### src/sv/sat_pkg.sv
// Shared types and codes for the sorted array table.
// Used by sat_cell and sorted_array_table_core; depends on nothing.
package sat_pkg;

    localparam int DEPTH_DEF = 64;

    localparam int OP_W   = 3;
    localparam int VAL_W  = 32;
    localparam int POS_W  = 6;
    localparam int IDXO_W = 7;
    localparam int ST_W   = 2;

    localparam logic [OP_W-1:0] OP_ADD        = 3'd0;
    localparam logic [OP_W-1:0] OP_GET        = 3'd1;
    localparam logic [OP_W-1:0] OP_REMOVE_AT  = 3'd2;
    localparam logic [OP_W-1:0] OP_REMOVE_ALL = 3'd3;
    localparam logic [OP_W-1:0] OP_INDEX_OF   = 3'd4;
    localparam logic [OP_W-1:0] OP_CONTAINS   = 3'd5;
    localparam logic [OP_W-1:0] OP_CLEAR      = 3'd6;

    localparam logic [ST_W-1:0] ST_OK    = 2'd0;
    localparam logic [ST_W-1:0] ST_RANGE = 2'd1;
    localparam logic [ST_W-1:0] ST_FULL  = 2'd2;

    localparam logic [IDXO_W-1:0] IDX_NONE = 7'h7F;

    // cell actions
    localparam logic [1:0] CELL_HOLD   = 2'd0;
    localparam logic [1:0] CELL_INSERT = 2'd1;
    localparam logic [1:0] CELL_DELPOS = 2'd2;
    localparam logic [1:0] CELL_DELLB  = 2'd3;

    typedef struct packed {
        logic [1:0] act;   // what the cell does with its entry
        logic       cmp;   // capture compare flags against the request value
    } t_cell_ctl;

endpackage

### src/sv/sat_cell.sv
// One cell of the sorted store: holds a single entry and its compare flags.
// Depends on sat_pkg; instantiated in a row by sorted_array_table_core.
module sat_cell #(
    parameter int IDX = 0,
    parameter int CW  = 7
) (
    input  logic                          i_clk,
    input  sat_pkg::t_cell_ctl            i_ctl,
    input  logic [sat_pkg::VAL_W-1:0]     i_value,
    input  logic [CW-1:0]                 i_count,
    input  logic [sat_pkg::POS_W-1:0]     i_pos,
    input  logic [sat_pkg::VAL_W-1:0]     i_prev_entry,
    input  logic                          i_prev_lt,
    input  logic [sat_pkg::VAL_W-1:0]     i_next_entry,
    output logic [sat_pkg::VAL_W-1:0]     o_entry,
    output logic                          o_lt,
    output logic                          o_hit
);

    localparam logic [31:0] IDX_W32 = 32'(IDX);

    logic [sat_pkg::VAL_W-1:0] r_entry, n_entry;
    logic                      r_lt, r_eq;
    logic                      in_use, ge_pos;

    assign in_use = i_count > CW'(IDX);
    assign ge_pos = IDX_W32 >= {26'd0, i_pos};

    always_comb begin
        unique case (i_ctl.act)
            sat_pkg::CELL_HOLD:   n_entry = r_entry;
            // keep below the slot, drop the value in, push the rest up
            sat_pkg::CELL_INSERT: n_entry = r_lt ? r_entry :
                                            (i_prev_lt ? i_value : i_prev_entry);
            sat_pkg::CELL_DELPOS: n_entry = ge_pos ? i_next_entry : r_entry;
            sat_pkg::CELL_DELLB:  n_entry = r_lt ? r_entry : i_next_entry;
            default:              n_entry = r_entry;
        endcase
    end

    always_ff @(posedge i_clk) begin
        r_entry <= n_entry;
        if (i_ctl.cmp) begin
            r_lt <= in_use && ($signed(r_entry) < $signed(i_value));
            r_eq <= in_use && (r_entry == i_value);
        end
    end

    assign o_entry = r_entry;
    assign o_lt    = r_lt;
    // first entry not below the value, and equal to it
    assign o_hit   = r_eq && !r_lt && i_prev_lt;

endmodule

### config.mk
export PLATFORM = sky130hd
export DESIGN_NAME = sat_cell
export DESIGN_NICKNAME = d
export VERILOG_FILES = /design/src/sv/sat_pkg.sv /design/src/sv/sat_cell.sv
export SDC_FILE = /design/constraint.sdc
export NUM_CORES = 1
export LEC_CHECK = 0
export ABC_CLOCK_PERIOD_IN_PS = 3800
export BUFFER_PORTS_ARGS = -buffer_cell sky130_fd_sc_hd__buf_4
export CAP_MARGIN = 40
export CORE_MARGIN = 3
export CORE_UTILIZATION = 45
export CTS_BUF_LIST = sky130_fd_sc_hd__clkbuf_16
export DETAILED_ROUTE_END_ITERATION = 10
export PLACE_DENSITY_LB_ADDON = 0.3
export RECOVER_POWER = 25
export SKIP_CTS_REPAIR_TIMING = 1
export SLEW_MARGIN = 40
export SYNTH_ARGS = -nofsm -noshare
export SYNTH_HDL_FRONTEND = slang
export SYNTH_SLANG_ARGS = --single-unit
### constraint.sdc
create_clock -name i_clk -period 3.8 [get_ports i_clk]
set_input_delay 0.57 -clock i_clk [delete_from_list [all_inputs] [get_ports i_clk]]
set_output_delay 0.57 -clock i_clk [all_outputs]
set_load 0.02 [all_outputs]
Word level (Yosys, flattened, before mapping)
Cells that the tools add are included.
- output and inout port bits: 34
- input port bits: 114
- bits in registers: 34
- word-level logic and storage cells: 26
- bitwise gates (word level): 1
- mux-type cells: 5
- magnitude comparators: 3
- reduce and logical (&&, ||, !) cells: 7
- eq/ne operators: 7
- operator list (kind ; number):
    32-bit 2-to-1 mux ; 4
    32-bit one-hot mux with 3 select lines ; 1
    32-bit equality test ; 1
    32-bit less-than comparator ; 1
    7-bit by 1-bit greater-than comparator with 1-bit output, second input constant ; 1
    1-bit by 6-bit greater-or-equal comparator with 1-bit output, first input constant ; 1
    2-bit != test, second input constant ; 3
    2-bit equality test, second input constant ; 2
    1-bit logical AND ; 4
    4-bit AND reduction ; 1
    2-bit by 1-bit equality test with 1-bit output, second input constant ; 1
    2-bit logical NOT ; 1
    1-bit logical NOT ; 1
    1-bit NOT ; 1

Depth between registers and ports, before layout
- depth in word-level cells: 3
- mapped depth: 7
- mapped depth without buffers: 7

Worst setup path before layout
OpenSTA, ideal clock, no wires.
- path type: in2reg
- from: input i_pos[2] (netlist bit)
- to: register r_entry, in the netlist o_entry[0] (enable)
- arrival time: 2.530 ns
- setup time: 0.435 ns
- stages: 3
- data required time: 3.365 ns
- buffers on the path: 0
- slack: 0.835 ns
- cells stage by stage: nor4_1 > nand3_1 > mux2i_1
- cells in the longest elaborated chain, start to end: 3
- RTL lines (element ; RTL line ; source):
    start: declaration ; sat_cell.sv:11 ; input logic [sat_pkg::POS_W-1:0] i_pos,
    1-bit by 6-bit greater-or-equal comparator with 1-bit output ; sat_cell.sv:27 ; assign ge_pos = IDX_W32 >= {26'd0, i_pos};
    2-bit != test (no line) ; -- ;
    4-bit AND reduction (no line) ; -- ;
    end signal: assignment ; sat_cell.sv:42 ; r_entry <= n_entry;
    end: declaration ; sat_cell.sv:22 ; logic [sat_pkg::VAL_W-1:0] r_entry, n_entry;
Every way passes these cells.
A chain may end at the register's enable or synchronous reset.

Final worst setup path
- from: register r_entry, in the netlist o_entry[11]
- to: register r_lt (netlist: o_lt), data pin
- cells in the longest elaborated chain, start to end: 2
- RTL lines (element ; RTL line ; source):
    32-bit less-than comparator ; sat_cell.sv:44 ; r_lt <= in_use && ($signed(r_entry) < $signed(i_value));
    1-bit logical AND ; sat_cell.sv:44 ;
    end signal: assignment ; sat_cell.sv:44 ;
    end: declaration ; sat_cell.sv:23 ; logic r_lt, r_eq;
Every way passes these cells.

==> results summary <==
The flow ran to the end, and the final reports show no timing, DRC or antenna violations. The number of endpoints with negative hold slack in the final report is 0. The stage delay of the slowest cell on the critical path came out at approximately 0.45 ns.

The type of the setup path with the least slack is register to register. The cell area power density is ~330 mW/mm². The total clock sinks came out at 34. The number of instances in the synthesized netlist is 267.

The number of diodes came out at 0. The remaining global-route overflow came out at 0. The synthesized netlist occupies a cell area of around 0.0026 mm². Leaving out fill and tap cells, the most frequent cell in the layout is buf_4. The normalized max-slew margin is about three fifths. The largest net degree at the start of global routing came out at 66.

The data required time of the critical path came out at around 3.8 ns. Dividing the synthesized area by the synthesized cell count gives approximately 9.6 µm². The synthesized net count came out at between 400 and 500.

The maximum achievable frequency came out at 0.438 GHz. The H-tree depth is 2. The aggregate negative setup slack came out at 0 ns. Wires add up to between 7 and 8 mm. The tightest min-delay check is of the input port to register type. The number of max-slew violations in the final report was 0. The growth of design area from synthesis to finish came out at 50.3%. After detailed routing, the number of vias per cell comes to about 5.1. The global-route usage over all layers is a little over a fifth. The deepest clock path buffer count is 2. For the pin with the worst max-slew slack, the measured transition is 0.608 ns.

The number of placement rows is 26. The starting density of the core is between 40% and 50%. The number of top-level pins is ~150. The number of clock buffers inserted by TritonCTS came out at 5. The static leakage came out at roughly 1.9 nW.

The max-cap check violation count came out at 0. After layout, the worst setup slack is roughly 1.5 ns. Setup repair after global routing left no endpoint under its margin. The floorplan core area is approximately 0.0053 mm².

The DRC violation count after routing came out at 0. The arrival time at the worst endpoint came out at ~2.3 ns. The total setup violations reported at the end of the flow is 0. The post-layout minimum cycle time is about 2.3 ns. The final antenna-violating net count is 0.

Timing analysis after detailed placement gives a worst setup slack of between 1 and 1.5 ns. CTS placed an instance of clkbuf_16 at the clock tree root. After detailed routing, the average wire length per cell comes to between 10 and 15 µm. The worst-case clock skew came out at about 0.0042 ns.

The share of the cycle needed by the critical path after routing is 60.1%. VDD sags by at most between 0.0003 and 0.0004 V. The chip width is 81.4 µm. The vertical die dimension came out at 81.4 µm. The via count of the first global-routing pass is around 2400.

The wire length of the first global-routing pass is 10.8 mm. Input and output buffers added on the ports amount to between 100 and 150. The number of standard cells in the layout, taps in and fillers out came out at 481. The clock input transition at the sequential cells of the worst setup and hold paths is 0.05 ns. The critical path goes through ha_1, nand4_1, nor4_1, o21ai_1, a31oi_1, mux2_2.

The post-route netlist has 36.0% of its cells at a drive strength greater than 1. The final net count is ~560. The detailed placement HPWL came out at between 5 and 6 mm. The initial antenna violation count came out at 0. The floorplan step defined a die boundary enclosing roughly 0.0066 mm². The maximum net fanout on the critical path is 3. The detailed router's first-iteration violation count came out at 67.

After detailed placement, the design holds a cell count of between 400 and 500. The number of search-and-repair iterations in the first detailed-routing pass came out at 4. TritonCTS built the clock tree.

The category of the worst setup path launch point is a register. The clock latency reported for the late side of the worst-skew pair came out at around 0.28 ns. The number of warnings printed during yosys synthesis is 0. The via count of the routed design is 2461.

The library cells used most frequently in the layout, excluding fill and tap cells, are buf_4 (138), nand2_1 (42), o21ai_0 (38). The sequential share of the synthesized area came out at about two fifths. The largest individual stage delay along the critical path comes from the cell nor4_1. The placer congestion estimate is roughly 0.74. Synthesis inferred 34 register bits. Synthesis instantiated 27 different standard cells from the library. The element type at the critical path end is a register.
==> through the flow <==
step | instance area (µm²) | total power, mW | utilization [%] | hold WS (ns)
after floorplan | 2560 | 0.645 | - | 0.682
after global placement | 3720 | 0.809 | 70.2 | 0.788
after detailed placement | 3720 | 0.823 | 70.2 | 0.786
after CTS | 3880 | 1.27 | 73.2 | 0.500
after global routing | 3850 | 1.32 | 72.5 | 0.564
final | 3850 | 1.25 | 72.5 | 0.556
==> cell usage after synthesis, drive strengths merged <==
| cell type | n | area [µm²] |
|---|---|---|
| a21o | 1 | 7.51 |
| a211oi | 2 | 15.0 |
| buf | 3 | 15.0 |
| a31oi | 1 | 6.26 |
| nor4bb | 1 | 10.0 |
| a21oi | 14 | 70.1 |
| nand3 | 1 | 5.00 |
| inv | 33 | 124 |
| clkbuf | 8 | 30.0 |
| nand4 | 4 | 25.0 |
| o31a | 1 | 8.76 |
| nor2 | 4 | 15.0 |
| nand2b | 2 | 12.5 |
| edfxtp | 34 | 1020 |
| o21ai | 39 | 195 |
| mux2i | 33 | 330 |
| and3b | 1 | 8.76 |
| nand2 | 42 | 158 |
| and4 | 2 | 17.5 |
| nor4b | 1 | 8.76 |
| ha | 32 | 400 |
| nor4 | 4 | 40.0 |
| or4 | 1 | 11.3 |
| mux2 | 1 | 11.3 |
| nor2b | 2 | 12.5 |
==> sequential cells by signal, indices dropped and copies added (netlist names) <==
register  count
o_entry      32
o_lt          1
r_eq          1
==> area by class of cell <==
class / instances / area, µm²
multi-input cells: 189 / 1380
repair buffers: 148 / 1070
well taps: 70 / 87.6
flip-flops and latches: 34 / 1020
clock buffers: 5 / 125
inverters: 33 / 124
clock inverters: 2 / 33.8
fillers: 423 / 1460
==> power by group <==
part / total (mW) / internal [mW] / switching, mW
Combinational: 0.336 / 0.170 / 0.167
Clock: 0.444 / 0.303 / 0.141
Sequential: 0.471 / 0.454 / 0.0171
==> critical path, delay by kind of cell (launching register included) <==
family	cells	cell delay, ns
DFF	1	0.41
and+or+nand+nor	2	0.60
AOI/OAI and AO/OA	2	0.34
muxes	1	0.35
adders and majority gates	1	0.33
==> cells by family after synthesis <==
group           share of synthesized area, %
compound gates                          11.8
fa+ha+maj                               15.6
buf+inv                                 6.60
flops                                   39.9
mux                                     13.3
simple gates                            12.7
==> path summary, 6_finish.rpt <==
check,from,endpoint,slack [ns],cells past startpoint
setup / recovery,o_entry[11],o_lt,1.52,6
setup reg to reg,o_entry[11],o_lt,1.52,6
hold / removal,i_ctl[0],r_eq,0.56,1
hold reg to reg,o_lt,o_entry[20],0.84,1
==> layer usage <==
layer,track usage (%),vias to the layer above,wire length (µm)
met5,0,-,0
met4,6.08,0,89
met3,5.65,7,634
met2,40.4,92,3870
met1,23.3,1119,2600
li1,-,1243,-
(Power assumes the default switching activity.)
